==> src/hw/rtl/assert_macros.svh <==
// ----------------------------------------------------------------------------
// assert_macros.svh
// Clocked assertion shorthands shared by the RTL files.
// ----------------------------------------------------------------------------
`ifndef ASSERT_MACROS_SVH
`define ASSERT_MACROS_SVH

// check a property on every edge outside reset
`define BLP_ASSERT(label, prop, msg) \
  label: assert property (@(posedge clk) disable iff (!rst_n) (prop)) else $error(msg);

// check that a condition leads to another in the next cycle
`define BLP_ASSERT_NEXT(label, ante, cons, msg) \
  label: assert property (@(posedge clk) disable iff (!rst_n) (ante) |=> (cons)) else $error(msg);

`endif

==> src/hw/rtl/blp_pkg.sv <==
// ----------------------------------------------------------------------------
// blp_pkg
// Shared constants and types of the beam likelihood product unit.
// ----------------------------------------------------------------------------
package blp_pkg;

  localparam int RANGE_BINS_DEF = 256;

  localparam logic [1:0] CFG_PIXELS_PER_METRE = 2'd0;
  localparam logic [1:0] CFG_RANGE_LIMIT      = 2'd1;

  localparam logic [15:0] PPM_RESET   = 16'd5120;
  localparam logic [8:0]  MAXR_RESET  = 9'd256;

  localparam logic        FUNC_LOAD   = 1'b0;
  localparam logic        FUNC_WEIGH  = 1'b1;

  localparam logic [31:0] MANT_ONE    = 32'h8000_0000;
  localparam logic [15:0] EXP_ONE     = 16'sd1;
  localparam logic [15:0] EXP_MIN     = 16'h8000;

  typedef struct packed {
    logic ld;     // capture ranges of an accepted weigh beat
    logic scale;  // register range times scale
    logic rd;     // issue table read
    logic norm;   // normalize table entry
    logic mul;    // register mantissa product
    logic upd;    // commit product update
    logic last;   // final ray of the particle
  } ctl_t;

endpackage

==> src/hw/rtl/blp_index.sv <==
// ----------------------------------------------------------------------------
// blp_index
// Range to pixel conversion, clamping and table address generation.
// ----------------------------------------------------------------------------
module blp_index #(
  parameter int RANGE_BINS = blp_pkg::RANGE_BINS_DEF
) (
  input  logic                                        clk,
  input  blp_pkg::ctl_t                               ctl,
  input  logic [15:0]                                 measured_range,
  input  logic [15:0]                                 expected_range,
  input  logic [15:0]                                 pixels_per_metre,
  input  logic [8:0]                                  range_limit,
  output logic [$clog2(RANGE_BINS*RANGE_BINS)-1:0]    addr
);

  localparam int PXW = $clog2(RANGE_BINS);
  localparam int AW  = $clog2(RANGE_BINS*RANGE_BINS);

  logic [15:0] meas_r;
  logic [15:0] exp_r;
  logic [31:0] mprod_r;
  logic [31:0] eprod_r;

  logic [8:0]  lim9;
  logic [15:0] lim;
  logic [15:0] mpx;
  logic [15:0] epx;

  always_ff @(posedge clk) begin
    if (ctl.ld) begin
      meas_r <= measured_range;
      exp_r  <= expected_range;
    end
    if (ctl.scale) begin
      mprod_r <= 32'(meas_r) * 32'(pixels_per_metre);
      eprod_r <= 32'(exp_r) * 32'(pixels_per_metre);
    end
  end

  always_comb begin
    lim9 = (range_limit == 9'd0) ? 9'd0 : range_limit - 9'd1;
    lim  = (16'(lim9) > 16'(RANGE_BINS - 1)) ? 16'(RANGE_BINS - 1) : 16'(lim9);
    mpx  = (mprod_r[31:16] > lim) ? lim : mprod_r[31:16];
    epx  = (eprod_r[31:16] > lim) ? lim : eprod_r[31:16];
    addr = AW'(epx[PXW-1:0]) * AW'(RANGE_BINS) + AW'(mpx[PXW-1:0]);
  end

endmodule

==> config.mk <==
export PLATFORM = sky130hd
export DESIGN_NAME = blp_index
export DESIGN_NICKNAME = d
export VERILOG_FILES = /design/src/hw/rtl/assert_macros.svh /design/src/hw/rtl/blp_pkg.sv /design/src/hw/rtl/blp_index.sv
export SDC_FILE = /design/constraint.sdc
export NUM_CORES = 1
export LEC_CHECK = 0
export BUFFER_PORTS_ARGS = -buffer_cell sky130_fd_sc_hd__buf_2
export CORE_ASPECT_RATIO = 0.7
export CORE_MARGIN = 10
export CORE_UTILIZATION = 50
export DETAILED_ROUTE_END_ITERATION = 8
export PLACE_DENSITY = 0.67
export SETUP_SLACK_MARGIN = 0.3
export SYNTH_ARGS = -nofsm -noshare
export SYNTH_HDL_FRONTEND = slang
export SYNTH_SLANG_ARGS = --single-unit
==> constraint.sdc <==
create_clock -name clk -period 12.65 [get_ports clk]
set_input_delay 2.53 -clock clk [delete_from_list [all_inputs] [get_ports clk]]
set_output_delay 2.53 -clock clk [all_outputs]
set_load 0.01 [all_outputs]
==> results.md, run 1 <==
* Status: finished, final reports clean
* Top post-synthesis cells by area: fa_1 (41%), ha_1 (15%), edfxtp_1 (10%)
* Largest net degree at the start of global routing at 33
* Final WL at around 44 mm
* Area leader, netlist: fa_1
* Slowest CP cell: or4_1
* Top cell type's share of synthesized area at between 40% and 50%
* Largest family of logic cells by synthesized area: adder cells
* Setup violations, final at 0
* Post-CTS Setup Bufs at 0
* Mean Syn Cell Area at around 9.4 µm²
* RePlAce Congestion at 0.8553
* Clk root buf: clkbuf_16
* Share of post-route cells with drive strength above 1 at under 10%
* Net Count, Synth at 2669
* FFs w/ async S/R, synth at 0%
* Slew at the pin with the worst max-slew slack at around 0.9 ns
* Synthesized cell area at roughly 0.019 mm²
* EDFF count, synth at 64
* Most frequent cell on the critical path: o21ai_0
* Flip-flop and latch area at slightly below 0.002 mm²
* RSZ-0062 raised after global routing: false
* FMAX at about 110 MHz
* Multiplexer area fraction after synthesis at less than 1%
* Library cells used by synthesis at 58
* Die H at approximately 180 µm
* Leading register cell type out of synthesis: edfxtp_1
* Sink Count at between 60 and 70
* Arr. time, crit path at around 6.4 ns
* First-pass GRT wire length at 73.05 mm
* Final Skew at between 0.01 and 0.015 ns
* CP required at around 10 ns
* I/O pins at roughly 80
* Most numerous cell in the Yosys netlist: inv_1
* Crit Path Max Fanout at 8
* Critical path startpoint: range_limit[3]
* Worst-path clk slew at ~0.06 ns
* Synthesis-stage register bit count at 64
* Total Neg Setup Slack at 0 ns
* HPWL Detailed at between 30 and 40 mm
* Syn. warnings at 0
* MaxCap Viol Count at 0
* Overall routing resource usage at around 20%
* Layout Area Growth over Synthesis at 4.800%
* Slowest Stage Delay on Critical Path at ~0.57 ns
* Commonest cells in the netlist: inv_1 (463), fa_1 (386), nand2_1 (292)
* Max Buffers Root-to-Sink at 2
* Initial Util at around 50%
* Max Slew Vio Count at 0
* Hold Crit Start: exp_r[15]
* Post-route ant nets at 0
* CP Class: in2out
* First-pass iteration count of the detailed router at 5
* Final-stage net count at between 2000 and 3000
* Row cnt at 59
* Via count at between 10000 and 15000
* Fin crit share at a little over two thirds
* Cells after synthesis at 1998
* CTS tree: yes
* Die footprint at ~0.046 mm²
* R2R Path Start: exp_r[12]
* Compound-Gate Fraction of Synth Area at 4.787%
* Drt drc at 0
* TritonCTS buffer count at 9
* Post-CTS Hold Fix Bufs at 0
* Simple-gate portion of the synthesized area at roughly 16%
* Endpoint type of the worst setup path: output pin
* Critical path cell sequence: buf_2 > or4_1 > nor3_1 > nand2_1 > nor3_1 > a21oi_2 > o21ai_0 > inv_1 > ha_1 > nor2b_1 > o21ai_0 > nand2b_1 > a21oi_1 > o21ai_0 > o21ai_0 > and3_1 > mux2_2 > buf_2
* H-tree depth at 3
* Drt initial violations at roughly 930
* Hold WC Path Type: reg2reg
* Multi-input gate area at about 0.015 mm²
* Number of global-route vias before repair at between 10000 and 15000
* Crit path time final at roughly 8.9 ns
* Congestion Overflow GR at 0
* Critical Path Start Type: input pin
* Register area share after synthesis at 10.18%
* Clk_lat worst skew at around 0.35 ns
* Post-synthesis adder-cell area fraction at a little under three fifths
* Synth Area in XOR/XNOR at 1.949%
* Die X at approximately 250 µm
* Fin. Hold Viols at 0
* Core box area at 0.03721 mm²
* Slew HR at 40.20%
* Initial antenna violation count at 4
* Post-DR wirelength/cell at roughly 18 µm
* Post-cts sizing count at 0
* Via density at ~5.3
* FILL cells at approximately 3400
* Port Buffer Count at between 70 and 80
worst max-delay path, delay by kind of cell:
| kind | cells | cell delay [ns] |
|---|---|---|
| buffers and inverters | 3 | 0.46 |
| and+or+nand+nor | 7 | 1.83 |
| AOI/OAI and AO/OA | 6 | 0.80 |
| adders and majority gates | 1 | 0.33 |
| muxes | 1 | 0.38 |
state kept, by name, summed over array words and instances (netlist names):
name     count
eprod_r     16
exp_r       16
meas_r      16
mprod_r     16
layout by cell type (no fill, tap or decap), types with 3 or more instances in the layout:
cell type	netlist	routed
xor2_1	13	13
o21ai_0	24	24
xnor2_1	29	29
edfxtp_1	64	64
o21ai_1	6	6
and2_1	228	228
nand2_1	292	292
nor2b_1	7	7
a21o_1	25	25
a21oi_1	28	28
fa_1	386	386
mux2_2	16	16
ha_1	220	220
nor4_1	6	6
buf_2	1	75
nand3_1	5	5
a21oi_2	4	4
nand4_1	20	20
clkinv_1	0	4
nor2_1	20	20
and3_1	3	3
clkbuf_16	0	9
nor3_1	5	5
inv_1	463	463
diode_2	0	3
o21bai_1	4	4
metal layers:
metal	part of all wire, %	vias up	routed length [µm]	GRT usage [%]
li1	-	6004	-	-
met1	44	6601	19440	27.08
met2	46	450	20030	31.23
met3	7.7	53	3352	4.187
met4	2.1	4	916	5.850
met5	0.046	-	20	0
logic make-up after synthesis:
group,Yosys count
flops,64
xor+xnor,42
fa+ha+maj,606
buf+inv,550
mux,16
simple gates,597
compound gates,123
worst paths after layout:
kind                               endpoint  slack (ns)  cells after the start
worst max-delay path               addr[10]        3.77                     18
worst min-delay path            eprod_r[31]        1.55                      5
worst max register to register  eprod_r[31]        6.10                     20
worst min register to register  eprod_r[31]        1.55                      5
final cells by class:
type	count	area share (%)
Multi-Input combinational cell	1384	75.26
Sequential cell	64	9.717
Inverter	463	8.787
Tap cell	488	3.087
Timing Repair Buffer	75	1.898
Clock buffer	9	1.139
Clock inverter	4	0.07591
Antenna cell	3	0.03796
per-stage QoR:
step	cell area, µm²	instances	worst slack (ns)	utilization (%)	hold WS [ns]
after floorplan	18870	1998	4.558	-	1.120
after global placement	19530	2474	3.828	52.50	1.519
after detailed placement	19530	2474	3.790	52.50	1.562
after CTS	19770	2487	3.791	53.14	1.564
after global routing	19770	2488	3.430	53.15	1.660
final	19780	2490	3.768	53.16	1.548
Power of run 1 is left out: the tool's default activity adds up to more than one toggle a clock period on the data nets, which glitch-free logic cannot reach.
==> run 2: changes to the inputs <==
==> constraint.sdc (replaced) <==
create_clock -name clk -period 8.4 [get_ports clk]
set_input_delay 1.68 -clock clk [delete_from_list [all_inputs] [get_ports clk]]
set_output_delay 1.68 -clock clk [all_outputs]
set_load 0.01 [all_outputs]
==> results.md, run 2 (synthesized netlist as in run 1, its figures left out) <==
* FILL cells at 3327
* FMAX at around 130 MHz
* HPWL Detailed at ~36 mm
* Die footprint at between 0.04 and 0.05 mm²
* Setup violations, final at 0
* Critical Path Start Type: input pin
* CP delay by family, top: adder cells
* Fin. Hold Viols at 0
* Drt initial violations at about 910
* Fin crit share at slightly above 90%
* Final Cell Area at around 0.020 mm²
* RSZ-0062 raised after global routing: false
* MaxCap Viol Count at 0
* Post-CTS Hold Fix Bufs at 0
* Final Util at between 50% and 60%
* Status: finished, final reports clean
* Crit path time final at a little under 8 ns
* Most common cell after layout, fill and taps aside: inv_1
* Die H at ~180 µm
* Post-cts sizing count at 0
* Met3 Wirelength at between 3 and 4 mm
* Placed Area at 0.01961 mm²
* Met2 wire length at approximately 21 mm
* Port Buffer Count at between 70 and 80
* Final worst setup slack at 0.6592 ns
* Congestion Overflow GR at 0
* CP required at 8.49 ns
* Clk_lat worst skew at around 0.35 ns
* Row cnt at between 50 and 60
* I/O pins at between 80 and 90
* Clk root buf: clkbuf_16
* Max Buffers Root-to-Sink at 2
* Total Neg Setup Slack at 0 ns
* Crit Path Max Fanout at 32
* Max Slew Vio Count at 0
* Slew HR at a little over two fifths
* Slew at the pin with the worst max-slew slack at between 0.8 and 0.9 ns
* Drt drc at 0
* Buf+Inv Stages, Crit Path at 4
* Final WL at approximately 45 mm
* Die X at about 250 µm
* Sink Count at 64
* Largest net degree at the start of global routing at 33
* Initial Util at 50.73%
* CP Class: in2reg
* Worst-path clk slew at ~0.060 ns
* Via density at approximately 5.3
* Number of global-route vias before repair at between 10000 and 15000
* First-pass iteration count of the detailed router at 5
* Arr. time, crit path at about 7.8 ns
* Post-route ant nets at 0
* Endpoint type of the worst setup path: flip-flop
* Final-stage net count at 2678
* Core box area at roughly 0.037 mm²
* Top layer in use: met4
* Overall routing resource usage at 20.48%
* CTS tree: yes
* TritonCTS buffer count at 9
* DRT met1 WL at ~21 mm
* Post-DR wirelength/cell at 18.03 µm
* Slowest Stage Delay on Critical Path at approximately 0.6 ns
* Via count at 13330
* Most frequent cell on the critical path: fa_1
* Commonest cells after routing, fill and taps aside: inv_1 (463), fa_1 (386), nand2_1 (292)
* Hold WC Path Type: in2reg
* Slowest CP cell: buf_2
* Critical path cell sequence: buf_2 > nand2_1 > fa_1 > fa_1 > fa_1 > fa_1 > inv_1 > fa_1 > inv_1 > fa_1 > inv_1 > ha_1 > a21o_1 > a21o_1 > a21oi_1 > o211a_1 > o221ai_1 > a311oi_1 > o21bai_1 > xor2_1
* Layout Area Growth over Synthesis at 5.244%
* First-pass GRT wire length at 75.63 mm
* Initial antenna violation count at 2
* RePlAce Congestion at 0.8602
* H-tree depth at 3
* Final Skew at ~0.013 ns
* Post-CTS Setup Bufs at 0
* Pre-CTS setup slack at between 0.3 and 0.4 ns
* Share of post-route cells with drive strength above 1 at ~6.7%
[run 2: cell types whose count changed in the layout (fill, tap and decap cells not counted), sizes merged]
cell | before | now
diode | 3 | 1
clkinvlp | 0 | 1
clkbuf | 9 | 10
buf | 75 | 85
[run 2: metrics by stage]
stage               hold slack, ns  std cells
CTS                          1.499       2499
floorplan                    1.120       1998
global route                 1.499       2500
global placement             1.544       2484
finish                       1.511       2500
detailed placement           1.556       2484
[run 2: final timing paths]
check | startpoint | endpoint | slack [ns] | cells after the start
min | measured_range[7] | meas_r[7] | 1.51 | 1
min reg2reg | exp_r[15] | eprod_r[31] | 1.56 | 5
max | pixels_per_metre[2] | eprod_r[22] | 0.66 | 20
max reg2reg | exp_r[7] | eprod_r[22] | 1.77 | 20
[run 2: layout make-up]
| class | instances | area [µm²] | share of cell area (%) |
|---|---|---|---|
| inverters | 463 | 1738 | 8.750 |
| diodes | 1 | 2.502 | 0.01260 |
| repair buffers | 85 | 450.4 | 2.268 |
| flip-flops and latches | 64 | 1922 | 9.676 |
| clock buffers | 10 | 229.0 | 1.153 |
| well taps | 488 | 610.6 | 3.074 |
| multi-input cells | 1384 | 14890 | 74.94 |
| clock inverters | 5 | 25.02 | 0.1260 |
[run 2: routing by layer]
layer | vias to the layer above | track usage (%)
li1 | 6027 | -
met1 | 6831 | 28.95
met2 | 431 | 32.73
met3 | 37 | 3.322
met4 | 0 | 4.085
met5 | - | 0
Power of run 2 is left out for the same reason.
