**src/hw/rtl/assert_macros.svh**
```systemverilog
// ----------------------------------------------------------------------------
// assert_macros.svh
// Clocked assertion shorthands shared by the RTL files.
// ----------------------------------------------------------------------------
`ifndef ASSERT_MACROS_SVH
`define ASSERT_MACROS_SVH

// check a property on every edge outside reset
`define BLP_ASSERT(label, prop, msg) \
  label: assert property (@(posedge clk) disable iff (!rst_n) (prop)) else $error(msg);

// check that a condition leads to another in the next cycle
`define BLP_ASSERT_NEXT(label, ante, cons, msg) \
  label: assert property (@(posedge clk) disable iff (!rst_n) (ante) |=> (cons)) else $error(msg);

`endif

```
**src/hw/rtl/blp_pkg.sv**
```systemverilog
// ----------------------------------------------------------------------------
// blp_pkg
// Shared constants and types of the beam likelihood product unit.
// ----------------------------------------------------------------------------
package blp_pkg;

  localparam int RANGE_BINS_DEF = 256;

  localparam logic [1:0] CFG_PIXELS_PER_METRE = 2'd0;
  localparam logic [1:0] CFG_RANGE_LIMIT      = 2'd1;

  localparam logic [15:0] PPM_RESET   = 16'd5120;
  localparam logic [8:0]  MAXR_RESET  = 9'd256;

  localparam logic        FUNC_LOAD   = 1'b0;
  localparam logic        FUNC_WEIGH  = 1'b1;

  localparam logic [31:0] MANT_ONE    = 32'h8000_0000;
  localparam logic [15:0] EXP_ONE     = 16'sd1;
  localparam logic [15:0] EXP_MIN     = 16'h8000;

  typedef struct packed {
    logic ld;     // capture ranges of an accepted weigh beat
    logic scale;  // register range times scale
    logic rd;     // issue table read
    logic norm;   // normalize table entry
    logic mul;    // register mantissa product
    logic upd;    // commit product update
    logic last;   // final ray of the particle
  } ctl_t;

endpackage

```
**src/hw/rtl/blp_accum.sv**
```systemverilog
// ----------------------------------------------------------------------------
// blp_accum
// Running product: entry normalize, mantissa multiply, exponent update.
// ----------------------------------------------------------------------------
`include "assert_macros.svh"

module blp_accum (
  input  logic           clk,
  input  logic           rst_n,
  input  blp_pkg::ctl_t  ctl,
  input  logic [15:0]    entry,
  output logic [31:0]    new_mant,
  output logic [15:0]    new_exp
);

  logic [31:0] mant_r;
  logic [15:0] exp_r;
  logic [15:0] entry_n_r;
  logic [3:0]  sh_r;
  logic [47:0] prod_r;

  logic [3:0]         msb;
  logic [3:0]         sh;
  logic signed [17:0] esum;

  always_comb begin
    msb = 4'd0;
    for (int i = 0; i < 16; i++) begin
      if (entry[i]) msb = 4'(i);
    end
    sh = 4'd15 - msb;
  end

  always_ff @(posedge clk) begin
    if (ctl.norm) begin
      entry_n_r <= entry << sh;
      sh_r      <= sh;
    end
    if (ctl.mul) begin
      prod_r <= 48'(mant_r) * 48'(entry_n_r);
    end
  end

  always_comb begin
    esum = $signed({{2{exp_r[15]}}, exp_r}) - $signed({14'd0, sh_r})
         - $signed({17'd0, ~prod_r[47]});
    if (prod_r[47:46] == 2'b00) begin
      new_mant = 32'd0;
      new_exp  = exp_r;
    end else begin
      new_mant = prod_r[47] ? prod_r[47:16] : prod_r[46:15];
      new_exp  = (esum < -18'sd32768) ? blp_pkg::EXP_MIN : esum[15:0];
    end
  end

  always_ff @(posedge clk) begin
    if (!rst_n) begin
      mant_r <= blp_pkg::MANT_ONE;
      exp_r  <= blp_pkg::EXP_ONE;
    end else if (ctl.upd) begin
      if (ctl.last) begin
        mant_r <= blp_pkg::MANT_ONE;
        exp_r  <= blp_pkg::EXP_ONE;
      end else begin
        mant_r <= new_mant;
        exp_r  <= new_exp;
      end
    end
  end

  `BLP_ASSERT(a_mant_normal, mant_r == 32'd0 || mant_r[31], "mantissa lost normalization")
  `BLP_ASSERT(a_exp_bound, $signed(exp_r) <= 16'sd1, "exponent above one")

endmodule

```
**config.mk**
```make
export PLATFORM = sky130hd
export DESIGN_NAME = blp_accum
export DESIGN_NICKNAME = d
export VERILOG_FILES = /design/src/hw/rtl/blp_pkg.sv /design/src/hw/rtl/blp_accum.sv
export VERILOG_INCLUDE_DIRS = /design/src /design/src/hw/rtl
export SDC_FILE = /design/constraint.sdc
export NUM_CORES = 1
export LEC_CHECK = 0
export ABC_AREA = 1
export BUFFER_PORTS_ARGS = -buffer_cell sky130_fd_sc_hd__buf_2
export CELL_PAD_IN_SITES_DETAIL_PLACEMENT = 0
export CELL_PAD_IN_SITES_GLOBAL_PLACEMENT = 2
export CORE_ASPECT_RATIO = 1.75
export CORE_MARGIN = 2
export CORE_UTILIZATION = 25
export DETAILED_ROUTE_END_ITERATION = 8
export PLACE_DENSITY = 0.59
export SLEW_MARGIN = 40
export SYNTH_ARGS = -nofsm -noshare
export SYNTH_HDL_FRONTEND = slang
export SYNTH_SLANG_ARGS = --single-unit
```
**constraint.sdc**
```tcl
create_clock -name clk -period 6.3 [get_ports clk]
set_input_delay 0.63 -clock clk [delete_from_list [all_inputs] [get_ports clk]]
set_output_delay 0.63 -clock clk [all_outputs]
set_load 0.1 [all_outputs]
```
==> results of run 1 <==
-- cells in the mapped netlist, types with 6 or more instances --
| cell | n | area share [%] |
|---|---|---|
| nor2_1 | 160 | 2.8 |
| fa_1 | 419 | 38 |
| a21oi_1 | 145 | 3.3 |
| nand4_1 | 6 | 0.17 |
| nor3_1 | 8 | 0.18 |
| o21ai_0 | 38 | 0.87 |
| o21a_1 | 12 | 0.41 |
| nand2_1 | 771 | 13 |
| dfxtp_1 | 48 | 4.4 |
| buf_2 | 6 | 0.14 |
| a31oi_1 | 9 | 0.26 |
| ha_1 | 124 | 7.1 |
| nor4_1 | 6 | 0.17 |
| inv_1 | 765 | 13 |
| xnor2_1 | 20 | 0.80 |
| clkbuf_1 | 134 | 2.3 |
| edfxtp_1 | 53 | 7.3 |
| nand3_1 | 83 | 1.9 |
| xor2_1 | 23 | 0.92 |
-- sequential cells by signal, summed over array words and instances, names as in the netlist --
name       count
sh_r           4
prod_r        33
exp_r         16
entry_n_r     16
mant_r        32
-- per-stage QoR --
stage | instances | area, µm² | setup TNS, ps | worst slack, ps
global placement | 4115 | 24500 | -383 | -187
finish | 4138 | 25100 | 0 | 212
floorplan | 2892 | 21800 | 0 | 554
CTS | 4131 | 24900 | 0 | 9.37
global route | 4138 | 25100 | -117 | -38.7
detailed placement | 4115 | 24600 | -574 | -220
-- routing by layer --
metal	vias to the layer above	routed length (µm)	global-route usage, %
li1	8524	-	-
met1	9059	26100	16.6
met2	271	45500	36.3
met3	99	1540	1.28
met4	0	2290	5.32
met5	-	0	0
-- what timing repair did --
action,CTS,global route
setup endpoints to repair,7,15
setup buffers,0,4
resized for setup,2,36
pin swaps,0,4
hold buffers,0,0
cloned,0,3
-- area by class of cell --
type / count / area [µm²]
clock inverter: 5 / 50.0
clock buffer: 11 / 264
fill: 9532 / 61600
inverter: 771 / 2890
sequential: 101 / 2560
multi-input combinational: 1877 / 16000
timing repair buffer: 213 / 1940
tap: 1160 / 1450
-- report_power, final --
| group | internal (mW) | total, mW | switching [mW] | leakage [nW] |
|---|---|---|---|---|
| combinational | 1.66 | 5.18 | 3.51 | 12.2 |
| sequential | 0.927 | 1.04 | 0.111 | 0.915 |
| clock | 0.311 | 0.629 | 0.317 | 0.156 |
| total | 2.90 | 6.84 | 3.94 | 13.2 |
-- cells by family after synthesis --
logic type,count (synthesis),synth area share (%)
xor gates and xnor gates,43,1.72
buffers and inverters,914,15.8
and+or+nand+nor,1056,19.3
DFF,101,11.7
AOI/OAI and AO/OA,235,5.98
adders and majority gates,543,45.5
-- worst max-delay path by stage --
stage / startpoint / end / cells after the start
after global routing: entry_n_r[1] / prod_r[41] / 23
after floorplan: mant_r[17] / prod_r[35] / 25
final: entry_n_r[4] / prod_r[37] / 25
after global placement: mant_r[19] / prod_r[37] / 21
after detailed placement: mant_r[19] / prod_r[37] / 21
after CTS: entry_n_r[4] / prod_r[39] / 24
==> flow_metrics.tcl, run 1 <==
set metrics [dict create \
    critPathMaxFanout 20 \
    worstHoldPathCells 2 \
    rrSetupSlack_ps 210 \
    crit_type "reg -> reg" \
    r2r_end "prod_r[37]" \
    ys_ff_latch 101 \
    reg2regPathDepth 25 \
    layout_common_cells "nand2_1 (770), inv_1 (765), fa_1 (418), nor2_1 (157), a21oi_1 (138)" \
    die_x_um 227 \
    post-route-min-period_ps 6090 \
    htree_levels 3 \
    p_per_area_mw_per_mm2 272 \
    p_total_mw 6.84 \
    routed_wirelength_um 75400 \
    syn_area_mm2 0.0218 \
    clk_pin_slew_ps 90 \
    drive_above_1_share_pct 9.74 \
    grt_pass1_wl_um 115000 \
    routabilityCongestion 0.846 \
    critPathBufInv 8 \
    maxSlewViolCount 0 \
    clockBufferDepth 2 \
    vias 17953 \
    grt_remaining_overflow 0 \
    antenna_left 0 \
    crit_family "adder cells" \
    min_period_over_period_pct 96.6 \
    timing.fmax_mhz 164 \
    p_leak_nw 13.2 \
    numCtsBuffers 9 \
    cts_tree "yes" \
    cp-end-kind "register" \
    hold_viol 0 \
    critPathMaxStageDelay_ps 540 \
    dp_hpwl_um 63000 \
    synth.yosys.warnings 0 \
    die_y_um 395 \
    setup_viol 0 \
    tightest_slew_ps 653 \
    initial_utilization_pct 25.2 \
    cp-start-kind "register" \
    slew-limit-headroom_pct 56.4 \
    grt_max_degree 46 \
    status "finished, final reports clean" \
    fin_skew_ps 21.3 \
    grt_usage_pct 17.1 \
    rsz0062_at_grt "yes" \
    num_rows 143 \
    first_global_vias 19899 \
    ys_seq_area_share_pct 11.7 \
    insertion_delay_ps 400 \
    core_area_mm2 0.0868 \
    io_buffers 69 \
    syn-num-nets 3460 \
    cts.sinks 101 \
    maxCapViolations 0 \
    hold_path.class "in -> reg" \
    firstDrtPassIters 7 \
    ys_async_sr_fraction_pct 0 \
    post-route-util_pct 29.0 \
    dieArea_mm2 0.0898 \
    drt_iter0_drc 736 \
    syn_to_final_growth_pct 15.1 \
    drc 0 \
    synth_cells 2892 \
    antenna_found_initial 0 \
    n_antenna_cell 0 \
    layout.nets 3541 \
    synth_ff_type "edfxtp_1" \
    avgSynthCellArea_um2 7.55 \
    arrival_ps 6260 \
    io_pins 73 \
    whs_endpoint "mant_r[31]" \
    rr_startpoint "entry_n_r[4]" \
    cts_root_buf "clkbuf_16" \
    synth_enable_flop_cells 53 \
    synth.distinct_cells 50 \
    critPathSlowestCell "fa_1" \
    hold_ws_ps 446 \
    ir_worst_vdd_mv 0.453 \
    min-delay-start "rst_n" \
    via_per_inst 4.34 \
    final_common_cell "nand2_1" \
    wl_per_cell_um 18.2 \
    required_ps 6470 \
]
Note: power is estimated with default switching activity, not from simulation.
==> run 2, diff against run 1 <==
--- a/config.mk
+++ b/config.mk
@@ -8,9 +8,9 @@
 export LEC_CHECK = 0
 export ABC_AREA = 1
 export BUFFER_PORTS_ARGS = -buffer_cell sky130_fd_sc_hd__buf_2
+export CAP_MARGIN = 20
 export CELL_PAD_IN_SITES_DETAIL_PLACEMENT = 0
 export CELL_PAD_IN_SITES_GLOBAL_PLACEMENT = 2
-export CORE_ASPECT_RATIO = 1.75
 export CORE_MARGIN = 2
 export CORE_UTILIZATION = 25
 export DETAILED_ROUTE_END_ITERATION = 8
==> flow_metrics.tcl, run 2 (synthesis results as in run 1) <==
set metrics [dict create \
    status "finished, final reports clean" \
    p_total_mw 6.97 \
    final_cell_area_mm2 0.0254 \
    final.fill_count 9476 \
    rsz0062_at_grt "yes" \
    setup_viol 0 \
    dp_hpwl_um 58400 \
    die_x_um 300 \
    num_rows 108 \
    antenna_left 0 \
    hold_path.class "reg -> reg" \
    multi_input_area_mm2 0.0161 \
    via_per_inst 4.30 \
    clockBufferDepth 2 \
    post-place-ws_ps -63.8 \
    firstDrtPassIters 5 \
    critPathMaxFanout 11 \
    maxCapViolations 0 \
    finalWorstSetupSlack_ps 208 \
    largest_reg_flops 33 \
    p_leak_nw 13.3 \
    timing.fmax_mhz 164 \
    maxSlewViolCount 0 \
    drc 0 \
    initial_utilization_pct 25.2 \
    dieArea_mm2 0.0897 \
    wl_per_cell_um 17.5 \
    cts_hold_buf 0 \
    tightest_slew_ps 668 \
    cp-end-kind "register" \
    grt_usage_pct 16.4 \
    min_period_over_period_pct 96.7 \
    cts_root_buf "clkbuf_16" \
    htree_levels 3 \
    required_ps 6470 \
    top_register "prod_r" \
    post-route-min-period_ps 6090 \
    clk_pin_slew_ps 100 \
    drive_above_1_share_pct 11.6 \
    layout.nets 3568 \
    layout.area.seq_mm2 0.00256 \
    post_dp_cell_area_mm2 0.0247 \
    final_common_cell "nand2_1" \
    hold_ws_ps 474 \
    routabilityCongestion 0.834 \
    arrival_ps 6260 \
    n_antenna_cell 0 \
    antenna_found_initial 0 \
    grt_max_degree 48 \
    io_buffers 69 \
    fin_skew_ps 27.3 \
    ir_worst_vdd_mv 0.664 \
    crit_type "reg -> reg" \
    die_y_um 300 \
    routed_wirelength_um 72800 \
    grt_pass1_wl_um 114000 \
    layout_common_cells "nand2_1 (768), inv_1 (764), fa_1 (413), nor2_1 (153), buf_4 (137)" \
    drt_iter0_drc 791 \
    hold_viol 0 \
    io_pins 73 \
    post-route-util_pct 29.4 \
    numCtsBuffers 9 \
    first_global_vias 19525 \
    core_area_mm2 0.0866 \
    cts_tree "yes" \
    reg_top3 "prod_r x33, mant_r x32" \
    p_per_area_mw_per_mm2 274 \
    slew-limit-headroom_pct 55.3 \
    syn_to_final_growth_pct 16.5 \
    vias 17896 \
    grt_remaining_overflow 0 \
    cp-start-kind "register" \
    cts.sinks 101 \
    insertion_delay_ps 410 \
]
==> run 2: cell types whose count changed in the layout (fill, tap and decap cells not counted), moves of 5 or more <==
| cell | before | now |
|---|---|---|
| fa_2 | 1 | 6 |
| buf_4 | 102 | 137 |
| o21ai_0 | 33 | 27 |
| ha_1 | 120 | 112 |
| a21oi_2 | 9 | 16 |
| a21oi_1 | 138 | 131 |
| fa_1 | 418 | 413 |
==> run 2: area by class of cell <==
type | count | area share [%]
clock buffers | 9 | 0.885
clock inverters | 7 | 0.388
inverters | 771 | 11.4
multi-input cells | 1877 | 63.4
flip-flops and latches | 101 | 10.1
well taps | 1155 | 5.68
repair buffers | 240 | 8.16
==> run 2: metrics by stage <==
step | instances | TNS, ps
2_1_floorplan | 2892 | 0
5_1_grt | 4160 | -277
3_5_place_dp | 4135 | -63.8
6_report | 4160 | 0
3_3_place_gp | 4135 | -29.2
4_1_cts | 4151 | 0
==> run 2: worst paths after layout <==
check	start	endpoint	slack, ps	cells past startpoint
max	entry_n_r[4]	prod_r[43]	210	24
min reg2reg	exp_r[2]	exp_r[2]	470	2
max reg2reg	entry_n_r[4]	prod_r[43]	210	24
min	exp_r[2]	exp_r[2]	470	2
==> run 2: metal layers <==
metal / track usage [%] / share of wire, % / vias to the layer above
met2: 28.9 / 50 / 215
met3: 1.32 / 2.4 / 52
met5: 0 / 0 / -
met4: 3.79 / 2.1 / 0
li1: - / - / 8597
met1: 21.9 / 46 / 9032
==> run 2: critical path, cell delays in order (launching register included) <==
cell       delay [ps]
edfxtp_1          390
buf_4             200
clkbuf_16         210
nand2_1            80
inv_1              60
fa_1              540
inv_1              50
fa_1              450
fa_1              510
inv_1              60
fa_1              580
fa_1              450
fa_1              470
ha_1              330
buf_4             120
nand3_2            80
buf_4             160
nor4_1            300
a21oi_2           110
buf_4             160
o21ai_4           190
nand2_2            90
buf_4             140
nand3_1            60
nand2_1            60
==> run 2: repair_timing <==
| item | CTS | global route |
|---|---|---|
| pin swaps | 0 | 11 |
| gates resized for setup | 2 | 76 |
| buffers inserted | 0 | 6 |
| hold endpoints to repair | 0 | 0 |
| cloned | 0 | 3 |
| endpoints found under the setup margin | 2 | 23 |
==> run 2: where the power goes <==
| part | switching [mW] | internal (mW) |
|---|---|---|
| Sequential | 0.114 | 0.926 |
| Clock | 0.374 | 0.296 |
| Combinational | 3.49 | 1.78 |
==> run 3, diff against run 2 <==
--- a/config.mk
+++ b/config.mk
@@ -11,11 +11,13 @@
 export CAP_MARGIN = 20
 export CELL_PAD_IN_SITES_DETAIL_PLACEMENT = 0
 export CELL_PAD_IN_SITES_GLOBAL_PLACEMENT = 2
+export CORE_ASPECT_RATIO = 0.6
 export CORE_MARGIN = 2
-export CORE_UTILIZATION = 25
+export CORE_UTILIZATION = 39
 export DETAILED_ROUTE_END_ITERATION = 8
-export PLACE_DENSITY = 0.59
+export PLACE_DENSITY = 0.84
 export SLEW_MARGIN = 40
 export SYNTH_ARGS = -nofsm -noshare
 export SYNTH_HDL_FRONTEND = slang
 export SYNTH_SLANG_ARGS = --single-unit
+export TNS_END_PERCENT = 30
==> flow_metrics.tcl, run 3 (synthesis results as in run 1) <==
set metrics [dict create \
    cts_tree "yes" \
    vias 18127 \
    grt_remaining_overflow 0 \
    cp-start-kind "register" \
    required_ps 6470 \
    final_common_cell "nand2_1" \
    critPathMaxFanout 32 \
    multi_input_area_mm2 0.0159 \
    top_register "prod_r" \
    post-place-ws_ps 41.3 \
    reg2regPathDepth 25 \
    cts_hold_buf 0 \
    top_usage_layer "met1" \
    firstDrtPassIters 6 \
    p_per_area_mw_per_mm2 273 \
    clockBufferDepth 2 \
    layout_common_cells "nand2_1 (769), inv_1 (765), fa_1 (419), nor2_1 (158), a21oi_1 (138)" \
    antenna_found_initial 0 \
    syn_to_final_growth_pct 10.4 \
    crit_type "reg -> reg" \
    worstSetupEndpoint "prod_r[33]" \
    layout.area.seq_mm2 0.00256 \
    tightest_slew_ps 763 \
    reg_top3 "prod_r x33, mant_r x32" \
    core_area_mm2 0.0556 \
    final.fill_count 5633 \
    post-route-min-period_ps 6090 \
    crit_start "entry_n_r[4]" \
    critPathSlowestCell "fa_1" \
    drc 0 \
    htree_levels 3 \
    timing.fmax_mhz 164 \
    n_antenna_cell 0 \
    rsz0062_at_grt "yes" \
    finalWorstSetupSlack_ps 215 \
    num_rows 67 \
    arrival_ps 6260 \
    min_period_over_period_pct 96.6 \
    wl_per_cell_um 18.4 \
    antenna_left 0 \
    critPathMaxStageDelay_ps 540 \
    cts.sinks 101 \
    grt_usage_pct 24.5 \
    maxCapViolations 0 \
    rrSetupSlack_ps 210 \
    initial_utilization_pct 39.3 \
    layout.nets 3505 \
    ir_worst_vdd_mv 0.302 \
    routed_wirelength_um 68000 \
    status "finished, final reports clean" \
    crit_top_cell "inv_1" \
    routabilityCongestion 0.908 \
    clk_pin_slew_ps 80 \
    dp_hpwl_um 55700 \
    maxSlewViolCount 0 \
    cp-end-kind "register" \
    cts_root_buf "clkbuf_16" \
    grt_pass1_wl_um 109000 \
    use_met2_pct 32.3 \
    final_cell_area_mm2 0.0241 \
    die_x_um 309 \
    rr_startpoint "entry_n_r[4]" \
    die_y_um 187 \
    p_leak_nw 13.0 \
    setup_viol 0 \
    r2r_end "prod_r[33]" \
    numCtsBuffers 9 \
    hold_viol 0 \
    insertion_delay_ps 390 \
    p_total_mw 6.57 \
    via_per_inst 4.90 \
    drive_above_1_share_pct 8.57 \
    grt_max_degree 47 \
    io_buffers 69 \
    drt_iter0_drc 1616 \
    post-route-util_pct 43.4 \
    io_pins 73 \
    dieArea_mm2 0.0580 \
    use_met1_pct 41.1 \
    slew-limit-headroom_pct 49.0 \
    first_global_vias 18662 \
    largest_reg_flops 33 \
    post_dp_cell_area_mm2 0.0237 \
    hold_path.class "reg -> reg" \
    grt_use_met3_pct 4.82 \
    fin_skew_ps 20.1 \
]
[run 3: cell count changes in the layout (fill, tap and decap cells not counted), sizes merged]
cell,delta
inv,-2
clkbuf,-2
buf,-60
clkinvlp,+1
[run 3: power by group]
| part | internal (mW) | total [mW] | leakage [nW] | switching (mW) |
|---|---|---|---|---|
| clock | 0.272 | 0.565 | 0.134 | 0.293 |
| combinational | 1.56 | 4.96 | 12.0 | 3.41 |
| sequential | 0.927 | 1.05 | 0.917 | 0.119 |
| total | 2.76 | 6.57 | 13.0 | 3.82 |
[run 3: worst max-delay path: cells and delay by family, from the launching register on]
kind | cells | cell delay, ps
AOI/OAI and AO/OA | 5 | 800
xor gates and xnor gates | 1 | 220
adders and majority gates | 7 | 3320
buffers and inverters | 9 | 770
DFF | 1 | 410
and+or+nand+nor | 3 | 330
[run 3: layout make-up]
class / count / area share, %
Clock buffer: 10 / 0.949
Clock inverter: 6 / 0.182
Inverter: 771 / 12.0
Multi-Input combinational cell: 1877 / 66.0
Sequential cell: 101 / 10.6
Tap cell: 759 / 3.94
Timing Repair Buffer: 177 / 6.30
[run 3: worst min-delay path by stage]
stage,end,slack (ps),cells after the start,from
3_3_place_gp,exp_r[2],450,2,exp_r[2]
6_report,exp_r[3],470,2,exp_r[3]
2_1_floorplan,exp_r[2],450,2,exp_r[2]
4_1_cts,mant_r[31],450,2,rst_n
5_1_grt,mant_r[31],470,2,rst_n
3_5_place_dp,exp_r[3],460,2,exp_r[3]
[run 3: through the flow]
| step | hold slack [ps] | instances | setup TNS [ps] |
|---|---|---|---|
| 6_report | 467 | 3701 | 0 |
| 5_1_grt | 469 | 3701 | -42.6 |
| 4_1_cts | 447 | 3696 | 0 |
| 3_5_place_dp | 460 | 3680 | 0 |
| 3_3_place_gp | 453 | 3679 | 0 |
| 2_1_floorplan | 445 | 2892 | 0 |
[run 3: routing by layer]
metal | up-vias | share of wire, %
met1 | 8925 | 53
met4 | 2 | 0.69
met2 | 703 | 37
met5 | - | 0.054
li1 | 8456 | -
met3 | 41 | 9.3
[run 3: what timing repair did]
item / in CTS / in global routing
endpoints found under the setup margin: 0 / 19
resized for setup: 0 / 31
buffers inserted: 0 / 5
endpoints found under the hold margin: 0 / 0
